## src/sv/assert_macros.svh

```systemverilog
// Assertion helpers shared by the tokenizer RTL.
`ifndef ASSERT_MACROS_SVH
`define ASSERT_MACROS_SVH

`ifndef SYNTHESIS

// Check prop at every rising clock edge outside reset.
`define CLT_ASSERT(label, clk, rst_n, prop) \
	label: assert property (@(posedge clk) disable iff (!rst_n) (prop)) \
		else $error("%m: assertion failed");

// Check that cond never holds outside reset.
`define CLT_NEVER(label, clk, rst_n, cond) \
	label: assert property (@(posedge clk) disable iff (!rst_n) !(cond)) \
		else $error("%m: forbidden condition seen");

`else

`define CLT_ASSERT(label, clk, rst_n, prop)
`define CLT_NEVER(label, clk, rst_n, cond)

`endif

`endif

```

## src/sv/clt_pkg.sv

```systemverilog
`timescale 1ns / 1ps

package clt_pkg;

	localparam int RUN_W      = 16;
	localparam int TOK_W      = 8;
	localparam int CONS_W     = 16;
	localparam int KW_COUNT   = 9;
	localparam int KW_MAXLEN  = 6;
	localparam int KW_POS_W   = $clog2(KW_MAXLEN);
	localparam int QUEUE_DEPTH = 2;

	localparam logic [7:0] CHAR_SPACE = 8'h20;
	localparam logic [7:0] CHAR_CR    = 8'h0D;
	localparam logic [7:0] CHAR_LF    = 8'h0A;
	localparam logic [7:0] CHAR_NUL   = 8'h00;

	typedef enum logic [3:0] {
		KEY_NONE   = 4'd0,
		KEY_GET    = 4'd1,
		KEY_SET    = 4'd2,
		KEY_DEL    = 4'd3,
		KEY_QUIT   = 4'd4,
		KEY_INFO   = 4'd5,
		KEY_SAVE   = 4'd6,
		KEY_LOAD   = 4'd7,
		KEY_INCR   = 4'd8,
		KEY_SELECT = 4'd9
	} cmd_code_t;

	localparam logic [7:0] KW_TEXT [KW_COUNT][KW_MAXLEN] = '{
		'{"G", "E", "T", CHAR_NUL, CHAR_NUL, CHAR_NUL},
		'{"S", "E", "T", CHAR_NUL, CHAR_NUL, CHAR_NUL},
		'{"D", "E", "L", CHAR_NUL, CHAR_NUL, CHAR_NUL},
		'{"Q", "U", "I", "T", CHAR_NUL, CHAR_NUL},
		'{"I", "N", "F", "O", CHAR_NUL, CHAR_NUL},
		'{"S", "A", "V", "E", CHAR_NUL, CHAR_NUL},
		'{"L", "O", "A", "D", CHAR_NUL, CHAR_NUL},
		'{"I", "N", "C", "R", CHAR_NUL, CHAR_NUL},
		'{"S", "E", "L", "E", "C", "T"}
	};

	localparam logic [KW_POS_W-1:0] KW_LEN [KW_COUNT] = '{
		KW_POS_W'(3), KW_POS_W'(3), KW_POS_W'(3), KW_POS_W'(4), KW_POS_W'(4),
		KW_POS_W'(4), KW_POS_W'(4), KW_POS_W'(4), KW_POS_W'(6)
	};

	localparam cmd_code_t KW_CODE [KW_COUNT] = '{
		KEY_GET, KEY_SET, KEY_DEL, KEY_QUIT, KEY_INFO,
		KEY_SAVE, KEY_LOAD, KEY_INCR, KEY_SELECT
	};

	typedef struct packed {
		logic [7:0] data_byte;
		logic       end_of_buffer;
	} item_t;

	typedef struct packed {
		logic              token_closed;
		logic [TOK_W-1:0]  token_total;
		logic [3:0]        command_code;
		logic              line_complete;
		logic [CONS_W-1:0] bytes_consumed;
		logic              final_result;
	} result_t;

	// Byte after classification, as it waits in the queue.
	typedef struct packed {
		logic [7:0] data_byte;
		logic       is_delim;
		logic       is_cr;
		logic       is_lf;
		logic       last;
	} class_t;

endpackage

```

## src/sv/clt_stream_if.sv

```systemverilog
`timescale 1ns / 1ps

interface clt_stream_if #(
	parameter type payload_t = logic
) ();
	logic     valid;
	logic     ready;
	payload_t payload;

	modport source (output valid, output payload, input ready);
	modport sink   (input valid, input payload, output ready);
endinterface

```

## src/sv/clt_front.sv

```systemverilog
`timescale 1ns / 1ps

module clt_front import clt_pkg::*; (
	input  logic         clk,
	input  logic         arst_n,
	clt_stream_if.sink   byte_stream,
	output logic         cls_valid,
	input  logic         cls_ready,
	output class_t       cls_item
);

	logic   valid_s1;
	class_t item_s1;
	class_t item_c;
	logic   take;

	always_comb begin
		item_c.data_byte = byte_stream.payload.data_byte;
		item_c.is_cr     = byte_stream.payload.data_byte == CHAR_CR;
		item_c.is_lf     = byte_stream.payload.data_byte == CHAR_LF;
		item_c.is_delim  = item_c.is_cr || item_c.is_lf ||
			byte_stream.payload.data_byte == CHAR_SPACE;
		item_c.last      = byte_stream.payload.end_of_buffer;
	end

	assign byte_stream.ready = !valid_s1 || cls_ready;
	assign take = byte_stream.valid && byte_stream.ready;

	always_ff @(posedge clk or negedge arst_n) begin
		if (!arst_n) begin
			valid_s1 <= 1'b0;
		end else if (take) begin
			valid_s1 <= 1'b1;
		end else if (cls_ready) begin
			valid_s1 <= 1'b0;
		end
	end

	always_ff @(posedge clk) begin
		if (take) begin
			item_s1 <= item_c;
		end
	end

	assign cls_valid = valid_s1;
	assign cls_item  = item_s1;

endmodule

```

## src/sv/clt_queue.sv

```systemverilog
`timescale 1ns / 1ps
`include "assert_macros.svh"

module clt_queue import clt_pkg::*; (
	input  logic   clk,
	input  logic   arst_n,
	input  logic   push_valid,
	output logic   push_ready,
	input  class_t push_item,
	output logic   pop_valid,
	input  logic   pop_ready,
	output class_t pop_item
);

	localparam int PTR_W = (QUEUE_DEPTH > 1) ? $clog2(QUEUE_DEPTH) : 1;
	localparam int CNT_W = $clog2(QUEUE_DEPTH + 1);

	class_t           mem_q [QUEUE_DEPTH];
	logic [PTR_W-1:0] wr_ptr_q;
	logic [PTR_W-1:0] rd_ptr_q;
	logic [CNT_W-1:0] count_q;
	logic             push;
	logic             pop;

	assign push_ready = count_q != CNT_W'(QUEUE_DEPTH);
	assign pop_valid  = count_q != '0;
	assign push       = push_valid && push_ready;
	assign pop        = pop_valid && pop_ready;
	assign pop_item   = mem_q[rd_ptr_q];

	always_ff @(posedge clk or negedge arst_n) begin
		if (!arst_n) begin
			wr_ptr_q <= '0;
			rd_ptr_q <= '0;
			count_q  <= '0;
		end else begin
			if (push) begin
				wr_ptr_q <= (wr_ptr_q == PTR_W'(QUEUE_DEPTH - 1)) ? '0 : wr_ptr_q + 1'b1;
			end
			if (pop) begin
				rd_ptr_q <= (rd_ptr_q == PTR_W'(QUEUE_DEPTH - 1)) ? '0 : rd_ptr_q + 1'b1;
			end
			if (push && !pop) begin
				count_q <= count_q + 1'b1;
			end else if (pop && !push) begin
				count_q <= count_q - 1'b1;
			end
		end
	end

	always_ff @(posedge clk) begin
		if (push) begin
			mem_q[wr_ptr_q] <= push_item;
		end
	end

	`CLT_NEVER(a_count_bound, clk, arst_n, count_q > CNT_W'(QUEUE_DEPTH))
	`CLT_ASSERT(a_empty_ptrs, clk, arst_n, (count_q == '0) |-> (wr_ptr_q == rd_ptr_q))
	`CLT_ASSERT(a_full_ptrs, clk, arst_n, (count_q == CNT_W'(QUEUE_DEPTH)) |-> (wr_ptr_q == rd_ptr_q))

endmodule

```

## src/sv/clt_back.sv

```systemverilog
`timescale 1ns / 1ps
`include "assert_macros.svh"

module clt_back import clt_pkg::*; #(
	parameter int unsigned     MAX_TOKENS       = 255,
	parameter longint unsigned MAX_BUFFER_BYTES = 65535
) (
	input  logic         clk,
	input  logic         arst_n,
	input  logic         item_valid,
	output logic         item_ready,
	input  class_t       item,
	clt_stream_if.source result_stream
);

	localparam logic [TOK_W-1:0] TOK_BOUND =
		(MAX_TOKENS > 255) ? {TOK_W{1'b1}} : TOK_W'(MAX_TOKENS);
	localparam logic [CONS_W-1:0] BYTE_BOUND =
		(MAX_BUFFER_BYTES > 65535) ? {CONS_W{1'b1}} : CONS_W'(MAX_BUFFER_BYTES);
	localparam logic [RUN_W-1:0] RUN_MAX = {RUN_W{1'b1}};

	logic [RUN_W-1:0]    run_q, run_n, run_inc, run_len;
	logic [TOK_W-1:0]    tok_q, tok_n;
	logic [CONS_W-1:0]   cons_q, cons_n;
	logic [CONS_W+1:0]   cons_sum;
	logic                prev_cr_q;
	logic [KW_COUNT-1:0] cand_q, cand_n, prune;
	cmd_code_t           cmd_q, cmd_n;
	logic                first_done_q, first_n;
	logic                ready_q, ready_n;
	logic                closed;
	logic [KW_POS_W-1:0] pos;
	logic                out_valid_q;
	result_t             out_q, res_c;
	logic                pop;

	assign item_ready = !out_valid_q || result_stream.ready;
	assign pop        = item_valid && item_ready;

	always_comb begin
		ready_n  = ready_q || (prev_cr_q && item.is_lf);
		run_inc  = (run_q == RUN_MAX) ? run_q : run_q + 1'b1;
		pos      = (run_q < RUN_W'(KW_MAXLEN)) ? run_q[KW_POS_W-1:0] : '0;
		cons_sum = {2'b00, cons_q} + {2'b00, run_q} + (CONS_W+2)'(1);
		for (int k = 0; k < KW_COUNT; k++) begin
			prune[k] = (run_q >= RUN_W'(KW_LEN[k])) || (KW_TEXT[k][pos] != item.data_byte);
		end

		if (item.is_delim) begin
			closed  = run_q != '0;
			run_len = run_q;
			run_n   = '0;
			cand_n  = cand_q;
			cons_n  = (cons_sum > (CONS_W+2)'(BYTE_BOUND)) ? BYTE_BOUND : cons_sum[CONS_W-1:0];
		end else begin
			closed  = item.last;
			run_len = run_inc;
			run_n   = run_inc;
			cand_n  = first_done_q ? cand_q : (cand_q & ~prune);
			cons_n  = cons_q;
		end

		tok_n   = tok_q;
		cmd_n   = cmd_q;
		first_n = first_done_q;
		if (closed) begin
			if (tok_q < TOK_BOUND) begin
				tok_n = tok_q + 1'b1;
			end
			if (!first_done_q) begin
				first_n = 1'b1;
				cmd_n   = KEY_NONE;
				// later keywords win, as the list is scanned in order
				for (int k = 0; k < KW_COUNT; k++) begin
					if (cand_n[k] && RUN_W'(KW_LEN[k]) == run_len) begin
						cmd_n = KW_CODE[k];
					end
				end
			end
		end

		res_c.token_closed   = closed;
		res_c.token_total    = tok_n;
		res_c.command_code   = cmd_n;
		res_c.line_complete  = ready_n;
		res_c.bytes_consumed = cons_n;
		res_c.final_result   = item.last;
	end

	always_ff @(posedge clk or negedge arst_n) begin
		if (!arst_n) begin
			out_valid_q  <= 1'b0;
			run_q        <= '0;
			tok_q        <= '0;
			cons_q       <= '0;
			prev_cr_q    <= 1'b0;
			cand_q       <= '1;
			cmd_q        <= KEY_NONE;
			first_done_q <= 1'b0;
			ready_q      <= 1'b0;
		end else begin
			if (pop) begin
				out_valid_q <= 1'b1;
			end else if (result_stream.ready) begin
				out_valid_q <= 1'b0;
			end
			if (pop) begin
				// drop all buffer state once its last byte is done
				if (item.last) begin
					run_q        <= '0;
					tok_q        <= '0;
					cons_q       <= '0;
					prev_cr_q    <= 1'b0;
					cand_q       <= '1;
					cmd_q        <= KEY_NONE;
					first_done_q <= 1'b0;
					ready_q      <= 1'b0;
				end else begin
					run_q        <= run_n;
					tok_q        <= tok_n;
					cons_q       <= cons_n;
					prev_cr_q    <= item.is_cr;
					cand_q       <= cand_n;
					cmd_q        <= cmd_n;
					first_done_q <= first_n;
					ready_q      <= ready_n;
				end
			end
		end
	end

	always_ff @(posedge clk) begin
		if (pop) begin
			out_q <= res_c;
		end
	end

	assign result_stream.valid   = out_valid_q;
	assign result_stream.payload = out_q;

	`CLT_ASSERT(a_tok_bound, clk, arst_n, out_valid_q |-> (out_q.token_total <= TOK_BOUND))
	`CLT_ASSERT(a_closed_counts, clk, arst_n, (out_valid_q && out_q.token_closed) |-> (out_q.token_total != '0))
	`CLT_ASSERT(a_cmd_after_first, clk, arst_n, (cmd_q != KEY_NONE) |-> first_done_q)
	`CLT_ASSERT(a_clear_after_last, clk, arst_n, (pop && item.last) |=> (run_q == '0 && tok_q == '0 && cons_q == '0 && !ready_q))

endmodule

```

## src/sv/command_line_tokenizer.sv

```systemverilog
`timescale 1ns / 1ps
// Channel        Dir   Payload                                         Handshake
// byte_stream    in    data_byte, end_of_buffer                        valid/ready
// result_stream  out   token_closed, token_total, command_code,        valid/ready
//                      line_complete, bytes_consumed, final_result
//
// One byte per cycle sustained while result_stream stays ready, set by the back end's state update.
// A result is registered in the front register, the queue and the back result
// register in that order, and can transfer out at the next edge once valid.
// arst_n clears all counters, flags and valid bits; no clearing pass is needed.
// Either side may stall: the queue lets the front keep taking bytes while the
// back waits on result_stream, and the result register holds until taken.

module command_line_tokenizer import clt_pkg::*; #(
	parameter int unsigned     MAX_TOKENS       = 255,
	parameter longint unsigned MAX_BUFFER_BYTES = 65535
) (
	input  logic         clk,
	input  logic         arst_n,
	clt_stream_if.sink   byte_stream,
	clt_stream_if.source result_stream
);

	// classified bytes between front and queue
	logic   cls_valid;
	logic   cls_ready;
	class_t cls_item;

	// queue head toward the back end
	logic   head_valid;
	logic   head_ready;
	class_t head_item;

	// Front: take each byte transfer and tag delimiters, CR, LF and buffer end.
	clt_front u_front (
		.clk        (clk),
		.arst_n     (arst_n),
		.byte_stream(byte_stream),
		.cls_valid  (cls_valid),
		.cls_ready  (cls_ready),
		.cls_item   (cls_item)
	);

	// Queue: absorb short stalls so front and back advance independently.
	clt_queue u_queue (
		.clk       (clk),
		.arst_n    (arst_n),
		.push_valid(cls_valid),
		.push_ready(cls_ready),
		.push_item (cls_item),
		.pop_valid (head_valid),
		.pop_ready (head_ready),
		.pop_item  (head_item)
	);

	// Back: update token, byte and keyword state, and register one result per byte.
	clt_back #(
		.MAX_TOKENS      (MAX_TOKENS),
		.MAX_BUFFER_BYTES(MAX_BUFFER_BYTES)
	) u_back (
		.clk          (clk),
		.arst_n       (arst_n),
		.item_valid   (head_valid),
		.item_ready   (head_ready),
		.item         (head_item),
		.result_stream(result_stream)
	);

endmodule

```

## src/flat_wrapper.sv

```systemverilog
// flat-port wrapper written by rule: the top's interface ports become plain ports
module command_line_tokenizer_flat import clt_pkg::*;
#(
	parameter int unsigned     MAX_TOKENS       = 255,
	parameter longint unsigned MAX_BUFFER_BYTES = 65535
)
  (clk, arst_n, byte_stream_valid, byte_stream_payload, byte_stream_ready, result_stream_valid, result_stream_payload, result_stream_ready);
  clt_stream_if #(.payload_t(item_t)) byte_stream_i ();
  clt_stream_if #(.payload_t(result_t)) result_stream_i ();
  input  logic clk;
  input  logic arst_n;
  input wire logic [$bits(byte_stream_i.valid)-1:0] byte_stream_valid;
  input wire logic [$bits(byte_stream_i.payload)-1:0] byte_stream_payload;
  output wire logic [$bits(byte_stream_i.ready)-1:0] byte_stream_ready;
  output wire logic [$bits(result_stream_i.valid)-1:0] result_stream_valid;
  output wire logic [$bits(result_stream_i.payload)-1:0] result_stream_payload;
  input wire logic [$bits(result_stream_i.ready)-1:0] result_stream_ready;
  assign byte_stream_i.valid = byte_stream_valid;
  assign byte_stream_i.payload = byte_stream_payload;
  assign byte_stream_ready = byte_stream_i.ready;
  assign result_stream_valid = result_stream_i.valid;
  assign result_stream_payload = result_stream_i.payload;
  assign result_stream_i.ready = result_stream_ready;
  command_line_tokenizer #(.MAX_TOKENS(MAX_TOKENS), .MAX_BUFFER_BYTES(MAX_BUFFER_BYTES)) u_core (.clk(clk), .arst_n(arst_n), .byte_stream(byte_stream_i), .result_stream(result_stream_i));
endmodule
```

## config.mk

```make
export PLATFORM = sky130hd
export DESIGN_NAME = command_line_tokenizer_flat
export DESIGN_NICKNAME = d
export VERILOG_FILES = /design/src/sv/clt_pkg.sv /design/src/sv/clt_stream_if.sv /design/src/sv/clt_front.sv /design/src/sv/clt_queue.sv /design/src/sv/clt_back.sv /design/src/sv/command_line_tokenizer.sv /design/src/flat_wrapper.sv
export VERILOG_INCLUDE_DIRS = /design/src /design/src/sv
export SDC_FILE = /design/constraint.sdc
export NUM_CORES = 1
export LEC_CHECK = 0
export ABC_AREA = 0
export BUFFER_PORTS_ARGS = -buffer_cell sky130_fd_sc_hd__clkbuf_2
export CAP_MARGIN = 20
export CORE_UTILIZATION = 40
export DETAILED_ROUTE_END_ITERATION = 7
export HOLD_SLACK_MARGIN = 0.02
export PLACE_DENSITY_LB_ADDON = 0.08
export SLEW_MARGIN = 25
export SYNTH_ARGS = -nofsm -noshare
export SYNTH_HDL_FRONTEND = slang
export SYNTH_SLANG_ARGS = --single-unit
```

## constraint.sdc

```tcl
create_clock -name clk -period 11 [get_ports clk]
set_clock_uncertainty 0.2 [all_clocks]
set_input_delay 0.55 -clock clk [delete_from_list [all_inputs] [get_ports clk]]
set_output_delay 0.55 -clock clk [all_outputs]
set_load 0.02 [all_outputs]
```

==> results of run 1 <==
==> final timing paths <==
kind                                                      endpoint                       start  cells after the start  slack [ps]
max                        u_core.u_back.result_stream.payload[18]      u_core.u_back.run_q[8]                     13        6330
min                                        u_core.u_back.cons_q[2]                      arst_n                      2         100
max reg2reg                u_core.u_back.result_stream.payload[18]      u_core.u_back.run_q[8]                     13        6330
min reg2reg                             u_core.u_queue.mem_q[1][3]  u_core.u_front.cls_item[3]                      0         240
max in group asynchronous                 u_core.u_back.cons_q[12]                      arst_n                      2        9890
min in group clk                        u_core.u_front.cls_item[0]      byte_stream_payload[0]                      1         100
==> area by class of cell <==
type	instances	area (sq um)
fill	1777	10100
multi-input combinational	579	3940
sequential	129	3570
clock buffer	18	450
tap	260	325
timing repair buffer	51	270
clock inverter	14	158
inverter	21	78.8
==> through the flow <==
stage / instances / hold WS (ps) / area, sq um / worst slack, ps
3_5_place_dp: 1040 / 231 / 8180 / 6360
2_1_floorplan: 771 / 54.4 / 7760 / 7030
5_1_grt: 1072 / 78.3 / 8800 / 5990
3_3_place_gp: 1040 / 223 / 8170 / 6410
4_1_cts: 1072 / 78.4 / 8780 / 6330
6_report: 1072 / 97.1 / 8800 / 6330
==> power groups by stage <==
stage / registers [W] / logic [W] / clock network [W]
after floorplan: 0.000860 / 0.000761 / 0
after global placement: 0.000823 / 0.00112 / 0
after detailed placement: 0.000826 / 0.00112 / 0
after CTS: 0.000818 / 0.00113 / 0.000590
after global routing: 0.000841 / 0.00124 / 0.000606
final: 0.000819 / 0.00113 / 0.000574
==> cells in the final DEF (no fill, tap or decap), types with 7 or more instances in the layout <==
master      n
dfrtp_1    53
nor2b_1    12
o21ai_0    50
xor2_1     12
a21oi_1    46
dfstp_2     9
mux2_2      9
inv_1      20
a22o_1      7
clkbuf_2   45
and2_1      8
mux2i_1    10
o22a_1     10
nor3_1     22
a31oi_1    10
and4_1      9
xnor2_1    21
a21o_1      9
nand2_1    64
nand2b_1   16
nand4_1    14
o31ai_1    10
and3_1     11
a211oi_1    9
nand3_1    24
nor2_1     50
o221a_2    10
ha_1       27
edfxtp_1   67
clkbuf_16  18
==> worst max-delay path, stage by stage, from the launching register on <==
cell and delay (ps):
dfrtp_1 530, or4_4 640, nor4_4 510, and3_1 290, inv_1 80, ha_1 290
or3_1 390, a2111oi_0 390, a211oi_1 90, o31ai_1 550, a31oi_1 160, o22ai_1 200
a21oi_1 110, nor2_1 110
==> registers in the layout (all words and copies together), names as in the netlist <==
signal,flops
u_core.u_back.cand_q,9
u_core.u_back.cmd_q,4
u_core.u_back.cons_q,16
u_core.u_back.first_done_q,1
u_core.u_back.prev_cr_q,1
u_core.u_back.ready_q,1
u_core.u_back.result_stream.payload,31
u_core.u_back.result_stream.valid,1
u_core.u_back.run_q,16
u_core.u_back.tok_q,8
u_core.u_front.cls_item,12
u_core.u_front.cls_valid,1
u_core.u_queue.count_q,2
u_core.u_queue.mem_q,24
u_core.u_queue.rd_ptr_q,1
u_core.u_queue.wr_ptr_q,1
==> layer usage <==
layer / GRT usage [%] / wire (um)
met2: 38.1 / 10600
met1: 26.9 / 9100
met5: 0 / 0
met3: 3.48 / 700
met4: 9.27 / 527
==> kinds of logic after synthesis <==
family	after synthesis	share of synthesized area, %
flops	129	46.1
simple gates	270	18.6
buf+inv	63	3.45
xor+xnor	33	3.72
fa+ha+maj	28	4.61
compound gates	224	20.0
mux	24	3.56
==> qor.yml, run 1 <==
logic_synthesis:
  postSynthCellCount: 771
  synth_common_cells: "67 x edfxtp_1, 64 x nand2_1, 53 x dfrtp_1"
  yosysTopAreaCellShare_pct: 25.9
  synth-seq-cells: 129
  synth-seq-area-share_pct: 46.1
  async_flop_share_pct: 48.1
  synth-main-ff-cell: "edfxtp_1"
  synth-edff-count: 67
  synthesis.nets: 812
  synth.top_cells.by_area: "edfxtp_1 26%, dfrtp_1 17%, ha_1 4.4%"
  synth_largest_area_cell: "edfxtp_1"
  yosys_warnings: 0
  synth.avg_cell_area_sq_um: 10.1
  ys_types: 78
  yosys.cell_count.top_type: "edfxtp_1"
  synthesis.area_sq_mm: 0.00776
critical_path:
  endpoint_kind: "flop"
  worstPathArrival_ps: 4750
  required_ps: 11080
  criticalPathCategory: "reg2reg"
  crit_fanout: 14
  start_kind: "flop"
place:
  hpwl_um: 14700
  gp_congestion: 0.892
  numPortBuffers: 45
clock_network:
  cts-buffers-inserted: 17
  clk_path_buf_depth: 2
  cts_tree: "done"
  path_clk_slew_ps: 60
  cts_setup_buffers: 0
  clk_latency_ps: 430
  clock-sinks: 129
  cts-resized-gates: 0
  cts_hold_repair.buffers: 0
  htree_levels: 4
  cts-root-buf: "clkbuf_16"
flow_run:
  drv_cap: 0
floorplanning:
  design.portCount: 46
  start_util_pct: 41.1
  die_w_um: 141
  fp-row-count: 50
  die-area_sq_mm: 0.0200
  core_sq_mm: 0.0189
  die_h_um: 141
sta:
  worstMarginPinSlew_ps: 930
  slew_violations: 0
  post-route-min-period_ps: 4670
  rsz0062_at_grt: "no"
  tns_ps: 0
  relSlewSlack_pct: 36.2
  timing_hold_violations_final: 0
  fin_crit_sh_pct: 42.5
  fmaxAchievable_mhz: 214
  setup_viol: 0
power:
  p_seq_share_pct: 32.4
  switching_share_pct: 43.2
  power.leakage_nw: 3.52
  power.internal_w: 0.00144
  pwr-share-clk_pct: 22.7
  ir_worst_vdd_v: 0.000149
  powerDensity_mw_per_mm2: 287
  combPwrFrac_pct: 44.9
  power_switching_w: 0.00109
  power_w: 0.00253
finish:
  drive_above_1_share_pct: 16.7
  fin_util_pct: 46.6
  antenna-diode-count: 0
  syn2layout_area_growth_pct: 13.3
  layout.nets: 840
grt:
  grt_use_total_pct: 21.9
  grt_max_degree: 63
  grt_overflow: 0
  grt_pass1_wl_um: 33700
  antenna_found_initial: 0
  grt_pass1_vias: 6251
route:
  via_per_inst: 5.90
  drc: 0
  vias: 6324
  drtAntennaViolNets: 0
  totalWireLength_um: 20900
  dr.pass1.iters: 5
  post_drt_wl_per_cell_um: 19.5
  drt_iter0_drc: 536
hold_path:
  worstHoldPathType: "in2async"
run_status:
  status: "complete, no violations"
No activity file was read; power rests on OpenSTA's default activity.
==> run 2: changes to the inputs <==
Clock period 11 ns to 4 ns, I/O delays scaled along.
==> run 2 against run 1 <==
- routed wire length up 4.1%
- sequential share of layout area down 3.4 points
- sequential power rose to 2.7 times the previous value
- sequential cell count unchanged
- clock power rose to 2.9 times the previous value
- critical endpoint is now u_core.u_back.cmd_q[3]
- via count up 5.1%
- maximum frequency up 21%
- critical path type unchanged
- first-iteration DRC count down 4.7%
- final cell count up 7.6%
- register-to-register slack worse by 6200 ps
- global-route usage up 1.0 points
- worst hold slack better by 120 ps
==> qor.yml, run 2 (same netlist as run 1, synthesis figures left out) <==
route:
  drc: 0  # unchanged
  drtAntennaViolNets: 0  # unchanged
  totalWireLength_um: 21800  # +4.1%
  post_drt_wl_per_cell_um: 18.9  # -3.2%
  vias: 6648  # +5.1%
  via_per_inst: 5.77  # -2.3%
  dr.pass1.iters: 5  # unchanged
  drt_iter0_drc: 511  # -4.7%
critical_path:
  worstPathArrival_ps: 3970  # -780 ps
  required_ps: 4130  # -6950 ps
  criticalPathCategory: "reg2reg"
  endpoint_kind: "flop"
  start_kind: "flop"
  crit_fanout: 3  # -11
finish:
  largest_register_ffs: 31  # unchanged
  regArea_sq_mm: 0.00357  # unchanged
  antenna-diode-count: 0  # unchanged
  n_fill_cell: 1748  # -1.6%
  mostFrequentLayoutCells: "73 x buf_4, 67 x edfxtp_1, 64 x nand2_1"
  layout.nets: 921  # +9.6%
  final_common_cell: "buf_4"
  syn2layout_area_growth_pct: 23.7
  drive_above_1_share_pct: 24.7  # +8.0 points
  multiInputGateArea_sq_mm: 0.00406  # +3.0%
grt:
  grt_pass1_wl_um: 35200  # +4.7%
  grt_overflow: 0  # unchanged
  antenna_found_initial: 0  # unchanged
  grt_use_total_pct: 22.9  # +1.0 points
  grt_max_degree: 45  # -29%
  grt_pass1_vias: 6753  # +8.0%
floorplanning:
  die_w_um: 141  # unchanged
  start_util_pct: 41.1  # unchanged
  design.portCount: 46  # unchanged
  die_h_um: 141  # unchanged
  core_sq_mm: 0.0189  # unchanged
  die-area_sq_mm: 0.0200  # unchanged
  fp-row-count: 50  # unchanged
clock_network:
  cts-root-buf: "clkbuf_16"
  cts-buffers-inserted: 17  # unchanged
  clk_path_buf_depth: 2  # unchanged
  clk_latency_ps: 420  # about the same
  path_clk_slew_ps: 60  # about the same
  cts_tree: "done"
  htree_levels: 4  # unchanged
  clock-sinks: 129  # unchanged
hold_path:
  worstHoldPathType: "in2async"
run_status:
  status: "complete, no violations"
place:
  gp_congestion: 0.915  # +2.5%
  hpwl_um: 15700  # +7.0%
  numPortBuffers: 45  # unchanged
sta:
  timing_hold_violations_final: 0  # unchanged
  fmaxAchievable_mhz: 260  # +21%
  slew_violations: 0  # unchanged
  setup_viol: 0  # unchanged
  post-route-min-period_ps: 3850  # -826 ps
  fin_crit_sh_pct: 96.2  # +54 points
  worstMarginPinSlew_ps: 885  # -45.7 ps
  relSlewSlack_pct: 40.8  # +4.6 points
  tns_ps: 0  # unchanged
power:
  powerDensity_mw_per_mm2: 769  # +170%
  ir_worst_vdd_v: 0.000474  # +220%
  power.leakage_nw: 3.96  # +12%
  power_w: 0.00739  # +190%
flow_run:
  drv_cap: 0  # unchanged
run 2: repair_timing:
| item | 4_1_cts | 5_1_grt |
|---|---|---|
| setup buffers | 0 | 1 |
| resized for setup | 5 | 22 |
| hold buffers | 12 | 0 |
| setup endpoints to repair | 6 | 7 |
| pin swaps | 4 | 14 |
| endpoints found under the hold margin | 35 | 0 |
run 2: area by class of cell:
type | count | share of cell area, %
clock inverters | 11 | 1.30
clock buffers | 21 | 5.25
flip-flops and latches | 129 | 37.2
inverters | 21 | 0.821
repair buffers | 132 | 9.72
multi-input cells | 579 | 42.3
well taps | 260 | 3.39
run 2: critical path: stages (launching register included):
cell	delay [ps]
dfrtp_1	390
or4_4	580
nor4_4	320
and3_4	240
buf_4	110
inv_1	70
ha_2	190
xnor2_1	120
o41ai_1	270
nand4_1	190
o31ai_2	330
buf_4	170
o2bb2ai_2	130
a21oi_2	90
buf_4	140
o31ai_1	200
run 2: final timing paths:
| path | start | cells past startpoint | slack, ps | to |
|---|---|---|---|---|
| max reg2reg | u_core.u_back.run_q[13] | 15 | 150 | u_core.u_back.cmd_q[3] |
| max in group asynchronous | arst_n | 3 | 2360 | u_core.u_back.cand_q[0] |
| max | u_core.u_back.run_q[13] | 15 | 150 | u_core.u_back.cmd_q[3] |
| min | arst_n | 2 | 210 | u_core.u_back.cons_q[4] |
| min in group clk | u_core.u_front.cls_item[2] | 0 | 240 | u_core.u_queue.mem_q[1][2] |
| min reg2reg | u_core.u_front.cls_item[2] | 0 | 240 | u_core.u_queue.mem_q[1][2] |
run 2: metrics by stage:
| stage | hold slack (ps) | setup WS, ps | area, sq um | instances | utilization [%] |
|---|---|---|---|---|---|
| after floorplan | -296 | 33.9 | 7760 | 771 | - |
| after global placement | 141 | -23.4 | 8710 | 1108 | 46.1 |
| after detailed placement | 158 | -42.9 | 8710 | 1108 | 46.1 |
| after CTS | 239 | 25.6 | 9480 | 1152 | 50.2 |
| after global routing | 246 | -36.2 | 9600 | 1153 | 50.8 |
| final | 215 | 153 | 9600 | 1153 | 50.8 |
run 2: layer usage:
layer | part of all wire, % | track usage (%)
met1 | 44 | 28.2
met5 | 0 | 0
met4 | 2.1 | 7.49
met2 | 50 | 40.6
met3 | 3.5 | 4.05
run 2: report_power, final:
| group | switching (W) | internal, W |
|---|---|---|
| Combinational | 0.00212 | 0.00138 |
| Sequential | 0.000261 | 0.00197 |
| Clock | 0.000663 | 0.000994 |
